## config.mk

```make
export PLATFORM = sky130hd
export DESIGN_NAME = ais_controller
export DESIGN_NICKNAME = d
export VERILOG_FILES = /design/src/hdl/ais_pkg.sv /design/src/hdl/ais_controller.sv
export SDC_FILE = /design/constraint.sdc
export NUM_CORES = 1
export LEC_CHECK = 0
export BUFFER_PORTS_ARGS = -buffer_cell sky130_fd_sc_hd__buf_4
export CAP_MARGIN = 20
export CORE_MARGIN = 5
export CORE_UTILIZATION = 50
export CTS_CLUSTER_DIAMETER = 50
export CTS_CLUSTER_SIZE = 30
export DETAILED_ROUTE_END_ITERATION = 8
export HOLD_SLACK_MARGIN = 0.15
export PLACE_DENSITY = 0.76
export SLEW_MARGIN = 40
export SYNTH_ARGS = -nofsm -noshare
export SYNTH_HDL_FRONTEND = slang
export SYNTH_SLANG_ARGS = --single-unit
```

## constraint.sdc

```tcl
create_clock -name clock -period 2.2 [get_ports clock]
set_input_delay 0.44 -clock clock [delete_from_list [all_inputs] [get_ports clock]]
set_output_delay 0.44 -clock clock [all_outputs]
set_load 0.005 [all_outputs]
```

## src/hdl/ais_pkg.sv

```systemverilog
// shared types and constants of the ascending integer sorter
package ais_pkg;

   // width of one element
   localparam int unsigned DATA_WIDTH = 32;

   // controller states, one-hot
   typedef enum logic [1:0] {
      ST_LOAD  = 2'b01,
      ST_DRAIN = 2'b10
   } state_type;

   // commands from controller to datapath
   typedef struct packed {
      logic insert;   // insert the incoming element into the sorted row
      logic shift;    // move the head into the result register, shift row down
   } cmd_type;

endpackage

```

## src/hdl/ais_controller.sv

```systemverilog
// load/drain controller: fill count, drop flag, handshakes and result flags
module ais_controller #(
   parameter int unsigned MAX_ITEMS  = 64,
   parameter int unsigned CountWidth = 7
) (
   input  logic                  clock,
   input  logic                  reset,
   input  logic                  req_valid,
   input  logic                  req_last,
   output logic                  req_ready,
   input  logic                  rsp_ready,
   output logic                  rsp_valid,
   output logic                  rsp_final_res,
   output logic                  rsp_overflow,
   output ais_pkg::cmd_type      cmd,
   output logic [CountWidth-1:0] count
);

   ais_pkg::state_type    state_ff, state_in;
   logic [CountWidth-1:0] count_ff, count_in;
   logic                  dropped_ff, dropped_in;
   logic                  rsp_valid_ff, rsp_valid_in;
   logic                  rsp_final_ff, rsp_final_in;
   logic                  rsp_overflow_ff, rsp_overflow_in;
   logic                  accept;
   logic                  room;
   logic                  out_free;
   logic                  emit;
   logic                  emit_final;

   // handshake decode
   assign req_ready  = (state_ff == ais_pkg::ST_LOAD);
   assign accept     = req_valid && req_ready;
   assign room       = (count_ff < CountWidth'(MAX_ITEMS));
   assign out_free   = !rsp_valid_ff || rsp_ready;
   assign emit       = (state_ff == ais_pkg::ST_DRAIN) && out_free;
   assign emit_final = emit && (count_ff == CountWidth'(1));

   assign cmd.insert = accept && room;
   assign cmd.shift  = emit;

   // next state, fill count and drop flag
   always_comb begin
      state_in   = state_ff;
      count_in   = count_ff;
      dropped_in = dropped_ff;
      unique case (state_ff)
         ais_pkg::ST_LOAD: begin
            if (accept) begin
               if (room) begin
                  count_in = count_ff + CountWidth'(1);
               end else begin
                  dropped_in = 1'b1;
               end
               if (req_last) begin
                  state_in = ais_pkg::ST_DRAIN;
               end
            end
         end
         ais_pkg::ST_DRAIN: begin
            if (emit) begin
               count_in = count_ff - CountWidth'(1);
               if (emit_final) begin
                  state_in   = ais_pkg::ST_LOAD;
                  dropped_in = 1'b0;
               end
            end
         end
         default: begin
            state_in = ais_pkg::ST_LOAD;
         end
      endcase
   end

   // result register flags
   always_comb begin
      rsp_valid_in    = rsp_valid_ff;
      rsp_final_in    = rsp_final_ff;
      rsp_overflow_in = rsp_overflow_ff;
      if (emit) begin
         rsp_valid_in    = 1'b1;
         rsp_final_in    = emit_final;
         rsp_overflow_in = dropped_ff;
      end else if (rsp_ready) begin
         rsp_valid_in = 1'b0;
      end
   end

   always_ff @(posedge clock) begin
      if (reset) begin
         state_ff     <= ais_pkg::ST_LOAD;
         count_ff     <= '0;
         dropped_ff   <= 1'b0;
         rsp_valid_ff <= 1'b0;
      end else begin
         state_ff     <= state_in;
         count_ff     <= count_in;
         dropped_ff   <= dropped_in;
         rsp_valid_ff <= rsp_valid_in;
      end
   end

   always_ff @(posedge clock) begin
      rsp_final_ff    <= rsp_final_in;
      rsp_overflow_ff <= rsp_overflow_in;
   end

   assign rsp_valid     = rsp_valid_ff;
   assign rsp_final_res = rsp_final_ff;
   assign rsp_overflow  = rsp_overflow_ff;
   assign count         = count_ff;

   // fill count never passes capacity
   a_count_range: assert property (@(posedge clock) disable iff (reset)
      count_ff <= CountWidth'(MAX_ITEMS))
      else $error("fill count above capacity");

   // draining always has at least one element left
   a_drain_nonempty: assert property (@(posedge clock) disable iff (reset)
      (state_ff == ais_pkg::ST_DRAIN) |-> (count_ff != '0))
      else $error("drain with empty row");

   // insert and shift never in the same cycle
   a_cmd_exclusive: assert property (@(posedge clock) disable iff (reset)
      !(cmd.insert && cmd.shift))
      else $error("insert and shift together");

   // the final result returns the block to loading with an empty row
   a_final_returns: assert property (@(posedge clock) disable iff (reset)
      emit_final |=> (state_ff == ais_pkg::ST_LOAD) && (count_ff == '0) && !dropped_ff
                     && rsp_valid_ff && rsp_final_ff)
      else $error("final result did not close the set");

   // an element past capacity sets the drop flag that reports overflow on its set's results
   a_drop_marks: assert property (@(posedge clock) disable iff (reset)
      (accept && !room) |=> dropped_ff)
      else $error("dropped element not flagged");

endmodule

```

### Word level (Yosys, flattened, before mapping)

Index checks and enable logic that the tools add are counted.
W data, S select, Z words.

| word-level totals | value |
|---|---|
| bits in registers | 13 |
| output and inout bits | 13 |
| word-level logic and storage cells | 45 |

| operators by class | value |
|---|---|
| $add $sub $neg | 2 |
| order comparisons | 1 |
| eq/ne operators | 9 |
| mux-type cells | 16 |
| reduce and logical (&&, ||, !) cells | 11 |

Operators with widths:

| kind | count |
|---|---|
| $mux W7 | 3 |
| $pmux W7 S2 | 1 |
| $mux W2 | 4 |
| $ne A2 B2 Y1 const B | 4 |
| $reduce_and A4 Y1 | 2 |
| $add A7 B1 Y7 const B | 1 |
| $eq A7 B1 Y1 const B | 1 |
| $lt A7 B7 Y1 const B | 1 |
| $sub A7 B1 Y7 const B | 1 |
| $mux W1 | 6 |
| $reduce_and A5 Y1 | 1 |
| $logic_and A1 B1 Y1 | 4 |
| $ne A2 B1 Y1 const B | 2 |
| $pmux W2 S2 | 1 |
| $reduce_bool A2 Y1 | 2 |
| $eq A2 B1 Y1 const B | 1 |
| $eq A2 B2 Y1 const B | 1 |
| $pmux W1 S2 | 1 |
| $logic_not A1 Y1 | 1 |
| $logic_or A1 B1 Y1 | 1 |

### Logic depth before layout (Yosys ltp)

Gate-level depths: netlist (run 1).

| depth | value |
|---|---|
| depth in word-level cells | 7 |
| mapped depth | 6 |
| gate-level depth less buffers | 6 |

### Worst setup path after synthesis (run 1)

No wires, ideal clock.

| path | value |
|---|---|
| path kind | register to register |
| from | register state_ff[0] |
| to | register count_ff[3], in the netlist count[3] |
| setup time | 123 ps |
| arrival time | 1410 ps |
| required time | 2077 ps |
| setup slack | 667 ps |
| cell stages (with the launch flop) | 6 |
| clock period less this slack | 1533 ps |
| cells stage by stage | dfxtp_1 > nand2b_1 > buf_6 > or4_4 > a21oi_2 > mux2_1 |

| on the way | value |
|---|---|
| cells in the longest elaborated chain, start to end | 4 |
| elaborated cells on any way between the ends | 10 |
| classes of those cells | 5 x eq/ne; 1 x mux; 4 x reduce/logical |

RTL lines:

| item | line | RTL |
|---|---|---|
| from (decl) | ais_controller.sv:19 | `ais_pkg::state_type state_ff, state_in;` |
| from (signal assigned) | ais_controller.sv:91 | `state_ff <= ais_pkg::ST_LOAD;` |
| from (signal assigned) | ais_controller.sv:96 | `state_ff <= state_in;` |
| $eq A2 B2 Y1 / $eq A2 B1 Y1 (equally long branches) | ais_controller.sv:36, ais_controller.sv:47, ais_controller.sv:32 |  |
| $logic_and A1 B1 Y1, on equally long branches | ais_controller.sv:36, ais_controller.sv:33 |  |
| $ne A2 B2 Y1 (no line) / $ne A2 B1 Y1 (equally long branches) | - |  |
| $reduce_and A4 Y1 (no line) | - |  |
| to (signal assigned) | ais_controller.sv:97 | `count_ff <= count_in;` |
| to (decl) | ais_controller.sv:20 | `logic [CountWidth-1:0] count_ff, count_in;` |

Several ways; a longest one is shown, not always the timed one.
A chain may end at the register's enable or synchronous reset.

==> qor_table.md, run 1 <==
| Step | Metric | Value |
|---|---|---|
| die | Starting Density | 0.5422 |
| synth | Area of the mapped netlist | 732.0 sq um |
| drt | Number of iterations in the first detailed-routing pass | 4 |
| finish | Final #Nets | 103 |
| die | Height of the die | 48.26 microns |
| synth | Fraction of post-synthesis cell area in the top cell type by area | 0.3009 |
| finish | Post-layout instance count excluding filler cells | 109 |
| cts | TritonCTS Buffers | 3 |
| die | Core footprint | 1350 sq um |
| finish | Layout cells sized above 1 | 0.2553 |
| global route | Number of antenna violations at the first check in global routing | 0 |
| synth | Fraction of registers with async set/reset | 0 |
| synth | Net count after synthesis | 87 |
| finish | Final antenna diode count | 0 |
| cts | Number of setup buffers added after CTS | 0 |
| timing | Total setup violations reported at the end of the flow | 0 |
| cts | CTS HTree Levels | 1 |
| timing | Period utilisation layout | 0.8712 |
| timing | Transition time at the pin with the least slew margin | 508.4 ps |
| die | Die outline area | 2329 sq um |
| drt | Average wire per cell in the routed design | 14.24 microns |
| critical path | Delay of the slowest cell on the worst path | 450 ps |
| synth | Cell types occupying the most area after synthesis | dfxtp_1 30%, edfxtp_1 8.2%, mux2_1 6.2% |
| critical path | Setup crit start kind | flip-flop |
| timing | Post-layout min period | 1917 ps |
| drt | Average vias per placed instance | 5.725 |
| synth | Post-Syn Instances | 79 |
| synth | Synthesis Warnings | 0 |
| synth | Sequential element share of the synthesized area | 0.3829 |
| pwr | Largest vdd supply drop | 546.8 uV |
| global route | Largest net degree at the start of global routing | 16 |
| cts | Clock input transition at the sequential cells of the worst setup and hold paths | 80 ps |
| critical path | Maximum net fanout on the critical path | 7 |
| placement | HPWL after detailed placement | 1115 microns |
| synth | Number of synthesized flops with an enable pin | 2 |
| drt | Count of nets left with antenna violations after detail routing | 0 |
| cts | Cts hold-fix bufs | 0 |
| cts | Sink Count | 13 |
| global route | Vias in the first global route | 554 |
| timing | Total Neg Setup Slack | 0 ps |
| critical path | Gate family responsible for the most delay along the worst path | simple AND/OR/NAND/NOR gates |
| synth | Synth Register Bits | 13 |
| pwr | Leak Pwr | 0.3748 nW |
| die | Die width | 48.26 microns |
| hold path | Worst hold-check path type | primary input to flip-flop |
| pwr | Power per standard cell area | 555.7 nW/um^2 |
| timing | Clock Skew | 5.399 ps |
| global route | Most utilized layer in the global route result | met2 |
| cts | Latest clock arrival within the worst-skew pair | 280 ps |
| drt | Total DRC errors in the routed layout | 0 |
| critical path | Data required time of the worst path | 1760 ps |
| critical path | Critical Path Sink Type | output pin |
| cts | Max Root-Sink Buffers | 2 |
| timing | Highest clock rate | 521.7 MHz |
| cts | Clock Root Buffer | clkbuf_4 |
| timing | Number of hold violations in the final report | 0 |
| global route | Routing usage on met1 | 0.1652 |
| critical path | Critical path buffer and inverter count | 1 |
| global route | Overall routing resource usage | 0.1505 |
| synth | Count of different cell masters after synthesis | 30 |
| global route | First-pass GRT wire length | 2359 microns |
| die | Number of rows created at floorplan | 13 |
| finish | Filler cells | 117 |
| timing | Hold slack | 423.3 ps |
| outcome | Run status | finished, final reports clean |
| drt | Post-detailed-routing wire length | 1552 microns |
| timing | RSZ-0062 raised after global routing | no |
| synth | Average cell area after synthesis | 9.265 sq um |
| cts | TritonCTS clock tree | done |
| finish | Synthesis-to-finish area growth | 18.63% |
| cts | Count of instances resized after the clock tree is built | 0 |
| drt | First-iteration detailed-routing DRC count | 14 |
| placement | IO buf count | 17 |
| global route | Global routing met2 resource utilization | 0.2370 |
| placement | Total placed cells including tap cells | 105 |
| drt | Total number of vias | 624 |
| timing | Pins Over Slew Limit | 0 |
| synth | Largest area contributor in the netlist | dfxtp_1 |
| timing | Worst relative slew slack | 0.6604 |
| global route | GR Overflow Total | 0 |
| synth | Main synth FF type | dfxtp_1 |
| critical path | Critical path class | flip-flop to output pin |
| critical path | Slowest cell on crit path | nor2b_1 |
| global route | GR Util met3 | 0.07749 |
| die | I/O Pins | 18 |
| job | Number of max-cap violations | 0 |
| critical path | Critical Path AT | 1480 ps |
| critical path | Cells traversed along the worst timing path | nor2b_1, and2_1, buf_4 |
| placement | RD Place Congestion | 0.7705 |
[synthesized netlist by cell type (2+ instances only)]
cell and number:
dfxtp_1 11, nor2_1 9, nor2b_1 7, nand4_1 6, a21oi_1 5, mux2_1 4
ha_1 3, inv_1 3, a22oi_1 2, and2_1 2, and3_1 2, buf_2 2
clkbuf_1 2, edfxtp_1 2, nand2b_1 2, nand3_1 2, xnor2_1 2
[logic make-up after synthesis]
group / count (synthesis) / synth area share
AO/OA/AOI/OAI: 11 / 0.1060
buffers and inverters: 9 / 0.06496
multiplexers: 5 / 0.07521
adder cells (fa/ha/maj): 3 / 0.05129
XOR/XNOR: 2 / 0.02394
AND/OR/NAND/NOR: 36 / 0.2957
flip-flops: 13 / 0.3829
[metrics by stage]
stage          utilization  instance area, sq um  setup WS [ps]  total power [mW]
2_1_floorplan            -                 732.0          666.9            0.3093
3_3_place_gp        0.6237                 842.1          546.7            0.3363
3_5_place_dp        0.6237                 842.1          524.8            0.3383
4_1_cts             0.6432                 868.3          278.8            0.4845
5_1_grt             0.6432                 868.3          142.4            0.5076
6_report            0.6432                 868.3          283.3            0.4825
[sequential cells by signal (all words and copies together) (netlist names)]
| register | cells |
|---|---|
| rsp_overflow | 1 |
| rsp_valid | 1 |
| state_ff | 2 |
| dropped_ff | 1 |
| rsp_final_res | 1 |
| count | 7 |
[layout by cell type, fill, tap and decap left out, types with 2 or more instances in the layout]
cell / n
edfxtp_1: 2
nand2b_1: 2
nand4_1: 6
dfxtp_1: 11
buf_4: 17
a22oi_1: 2
mux2_1: 4
a21oi_1: 5
xnor2_1: 2
clkbuf_4: 3
ha_1: 3
nor2_1: 9
nor2b_1: 7
nand3_1: 2
and2_1: 2
inv_1: 3
and3_1: 2
[cell type report]
type | instances | area [sq um] | share of cell area
sequential | 13 | 280.3 | 0.3228
tap | 15 | 18.77 | 0.02161
timing repair buffer | 17 | 127.6 | 0.1470
clock buffer | 4 | 26.28 | 0.03026
multi-input combinational | 57 | 404.1 | 0.4654
inverter | 3 | 11.26 | 0.01297
[layer usage]
metal	part of all wire	vias up
met5	0	-
met4	0.020	0
met3	0.064	6
met2	0.49	23
met1	0.43	288
li1	-	307
[worst register-to-register path: stages (launching register included)]
cell and delay [ps]:
dfxtp_1 330, nand2b_1 310, or4_4 490, a21oi_2 170, mux2_1 330
[final timing paths]
path | slack [ps] | to | cells past startpoint | startpoint
hold reg to reg | 440 | rsp_overflow | 0 | dropped_ff
setup / recovery | 280 | cmd[0] | 3 | state_ff[1]
setup reg to reg | 460 | count[3] | 4 | state_ff[0]
hold / removal | 420 | state_ff[1] | 3 | req_last
[power breakdown]
group	total, mW	switching, mW	internal [mW]
Sequential	0.259	0.0114	0.248
Combinational	0.0765	0.0389	0.0376
Clock	0.147	0.0765	0.0703
Total	0.483	0.127	0.356
(Power assumes the default switching activity.)
==> run 2, diff against run 1 <==
--- a/config.mk
+++ b/config.mk
@@ -14,6 +14,7 @@
 export DETAILED_ROUTE_END_ITERATION = 8
 export HOLD_SLACK_MARGIN = 0.15
 export PLACE_DENSITY = 0.76
+export REMOVE_ABC_BUFFERS = 1
 export SLEW_MARGIN = 40
 export SYNTH_ARGS = -nofsm -noshare
 export SYNTH_HDL_FRONTEND = slang
==> qor_table.md, run 2 (synthesis results as in run 1) <==
| Step | Metric | Value | Delta |
|---|---|---|---|
| outcome | Run status | finished, final reports clean |  |
| critical path | Reg-to-Reg Start | state_ff[0] |  |
| timing | RSZ-0062 raised after global routing | no |  |
| cts | Cts hold-fix bufs | 0 | unchanged |
| global route | Largest net degree at the start of global routing | 16 | unchanged |
| die | Number of rows created at floorplan | 13 | unchanged |
| hold path | Number of cells on the worst hold path | 3 | unchanged |
| placement | Worst slack after detailed placement | 556.2 ps | +31.38 ps |
| finish | Flip-flop count of the largest register after layout | 7 | unchanged |
| critical path | Capture point of the worst reg-to-reg path | count[3] |  |
| global route | First-pass GRT wire length | 2546 microns | +7.9% |
| pwr | Leak Pwr | 0.3748 nW | unchanged |
| job | Number of max-cap violations | 0 | unchanged |
| die | Starting Density | 0.5422 | unchanged |
| timing | Number of hold violations in the final report | 0 | unchanged |
| timing | Total setup violations reported at the end of the flow | 0 | unchanged |
| timing | Worst relative slew slack | 0.6537 | -0.006664 |
| critical path | Setup crit start kind | flip-flop |  |
| critical path | Cells traversed along the worst timing path | nor2b_1, and2_1, buf_4 |  |
| drt | Average vias per placed instance | 5.569 | -2.7% |
| global route | GR Util met3 | 0.03321 | -0.04428 |
| drt | Total number of vias | 607 | -2.7% |
| placement | IO buf count | 17 | unchanged |
| finish | Layout cells sized above 1 | 0.2553 | unchanged |
| drt | First-iteration detailed-routing DRC count | 24 | +10 |
| hold path | Worst hold path startpoint | req_last |  |
| cts | Clock input transition at the sequential cells of the worst setup and hold paths | 80 ps | about the same |
| timing | Clock Skew | 2.948 ps | -2.451 ps |
| drt | Post-detailed-routing wire length | 1419 microns | -8.6% |
| timing | Highest clock rate | 514.2 MHz | -1.5% |
| cts | Clock Root Buffer | clkbuf_4 |  |
| cts | Number of setup buffers added after CTS | 0 | unchanged |
| timing | Pins Over Slew Limit | 0 | unchanged |
| global route | GR Overflow Total | 0 | unchanged |
| critical path | Critical path buffer and inverter count | 1 | unchanged |
| die | Core footprint | 1350 sq um | unchanged |
| placement | HPWL after detailed placement | 1110 microns | -0.46% |
| hold path | Worst hold-check path type | primary input to flip-flop |  |
| critical path | Critical path class | flip-flop to output pin |  |
| finish | Commonest non-fill, non-tap cells in the layout | 17 x buf_4, 11 x dfxtp_1, 9 x nor2_1 |  |
| drt | Total DRC errors in the routed layout | 0 | unchanged |
| cts | Max Root-Sink Buffers | 2 | unchanged |
| hold path | Endpoint, Worst Hold | state_ff[1] |  |
| pwr | Pwr Total | 0.4771 mW | -1.1% |
| global route | Most utilized layer in the global route result | met2 |  |
| critical path | Delay of the slowest cell on the worst path | 460 ps | about the same |
| critical path | Register-to-Register Setup Slack | 540 ps | +80 ps |
| critical path | Maximum net fanout on the critical path | 7 | unchanged |
| die | Die width | 48.26 microns | unchanged |
| cts | TritonCTS Buffers | 3 | unchanged |
| pwr | Power per standard cell area | 549.4 nW/um^2 | -1.1% |
| drt | Average wire per cell in the routed design | 13.02 microns | -8.6% |
| global route | Global routing met2 resource utilization | 0.2396 | +0.002604 |
| die | Height of the die | 48.26 microns | unchanged |
| timing | Post-layout min period | 1945 ps | +28.22 ps |
| global route | Routing usage on met1 | 0.2058 | +0.04064 |
| critical path | Slowest cell on crit path | nor2b_1 |  |
| die | I/O Pins | 18 | unchanged |
| critical path | Critical Path AT | 1500 ps | +20 ps |
| cts | CTS HTree Levels | 1 | unchanged |
| drt | Number of iterations in the first detailed-routing pass | 4 | unchanged |
| timing | Period utilisation layout | 0.8841 | +0.01283 |
| critical path | Data required time of the worst path | 1760 ps | about the same |
| global route | Vias in the first global route | 583 | +5.2% |
| finish | Synthesis-to-finish area growth | 18.63% | unchanged |
| cts | Count of instances resized after the clock tree is built | 0 | unchanged |
| global route | Number of antenna violations at the first check in global routing | 0 | unchanged |
| drt | Count of nets left with antenna violations after detail routing | 0 | unchanged |
| pwr | Largest vdd supply drop | 360.0 uV | -34% |
| placement | RD Place Congestion | 0.7852 | +1.9% |
| timing | Transition time at the pin with the least slew margin | 518.3 ps | +9.975 ps |
| cts | TritonCTS clock tree | done |  |
| global route | Overall routing resource usage | 0.1566 | +0.006137 |
| critical path | Timing startpoint of the critical path | state_ff[1] |  |
| timing | Post-layout worst setup margin | 255.1 ps | -28.23 ps |
| critical path | Length in cells of the worst reg-to-reg path | 4 | unchanged |
| die | Die outline area | 2329 sq um | unchanged |
| cts | Latest clock arrival within the worst-skew pair | 270 ps | about the same |
| finish | Final #Nets | 103 | unchanged |
| cts | Sink Count | 13 | unchanged |
| finish | Final antenna diode count | 0 | unchanged |
| finish | Most common library cell in the layout ignoring fill and taps | buf_4 |  |
| critical path | Critical Path Sink Type | output pin |  |
| timing | Total Neg Setup Slack | 0 ps | unchanged |
| finish | Core occupancy in the finished layout | 0.6432 | unchanged |
| critical path | Gate family responsible for the most delay along the worst path | simple AND/OR/NAND/NOR gates |  |
==> run 2: cell counts in the layout (fill, tap and decap cells not counted) <==
No cell type changed its count.
==> run 2: routing by layer <==
metal | wire [microns] | up-vias | share of wire
met5 | 0 | - | 0
met4 | 25 | 0 | 0.018
met3 | 106 | 4 | 0.075
met2 | 636 | 19 | 0.45
met1 | 651 | 274 | 0.46
li1 | - | 310 | -
==> run 2: cell type report <==
| cell class | count | area [sq um] |
|---|---|---|
| Multi-Input combinational cell | 57 | 404.1 |
| Inverter | 3 | 11.26 |
| Tap cell | 15 | 18.77 |
| Sequential cell | 13 | 280.3 |
| Fill cell | 116 | 481.7 |
| Clock buffer | 4 | 26.28 |
| Timing Repair Buffer | 17 | 127.6 |
==> run 2: how the worst max path moves through the flow <==
stage	end	slack [ps]	cells past startpoint
2_1_floorplan	count[3]	660	4
3_3_place_gp	cmd[0]	560	3
3_5_place_dp	cmd[0]	560	3
4_1_cts	cmd[0]	240	3
5_1_grt	cmd[0]	110	3
6_report	cmd[0]	260	3
==> run 2: tightest hold or removal path: stages <==
cell and delay, ps:
buf_4 80, a22oi_1 70, nor2_1 90
==> run 2: power by group <==
group	internal [mW]	switching, mW	total [mW]
logic	0.0376	0.0369	0.0745
registers	0.248	0.0113	0.259
clock network	0.0701	0.0733	0.143
total	0.356	0.122	0.477
==> run 2: stage by stage <==
step                      hold slack, ps  std cells  instance area [sq um]
after global placement             422.6        105                  842.1
final                              438.6        109                  868.3
after global routing               451.1        109                  868.3
after CTS                          437.7        109                  868.3
after floorplan                    408.7         73                  695.7
after detailed placement           446.0        105                  842.1
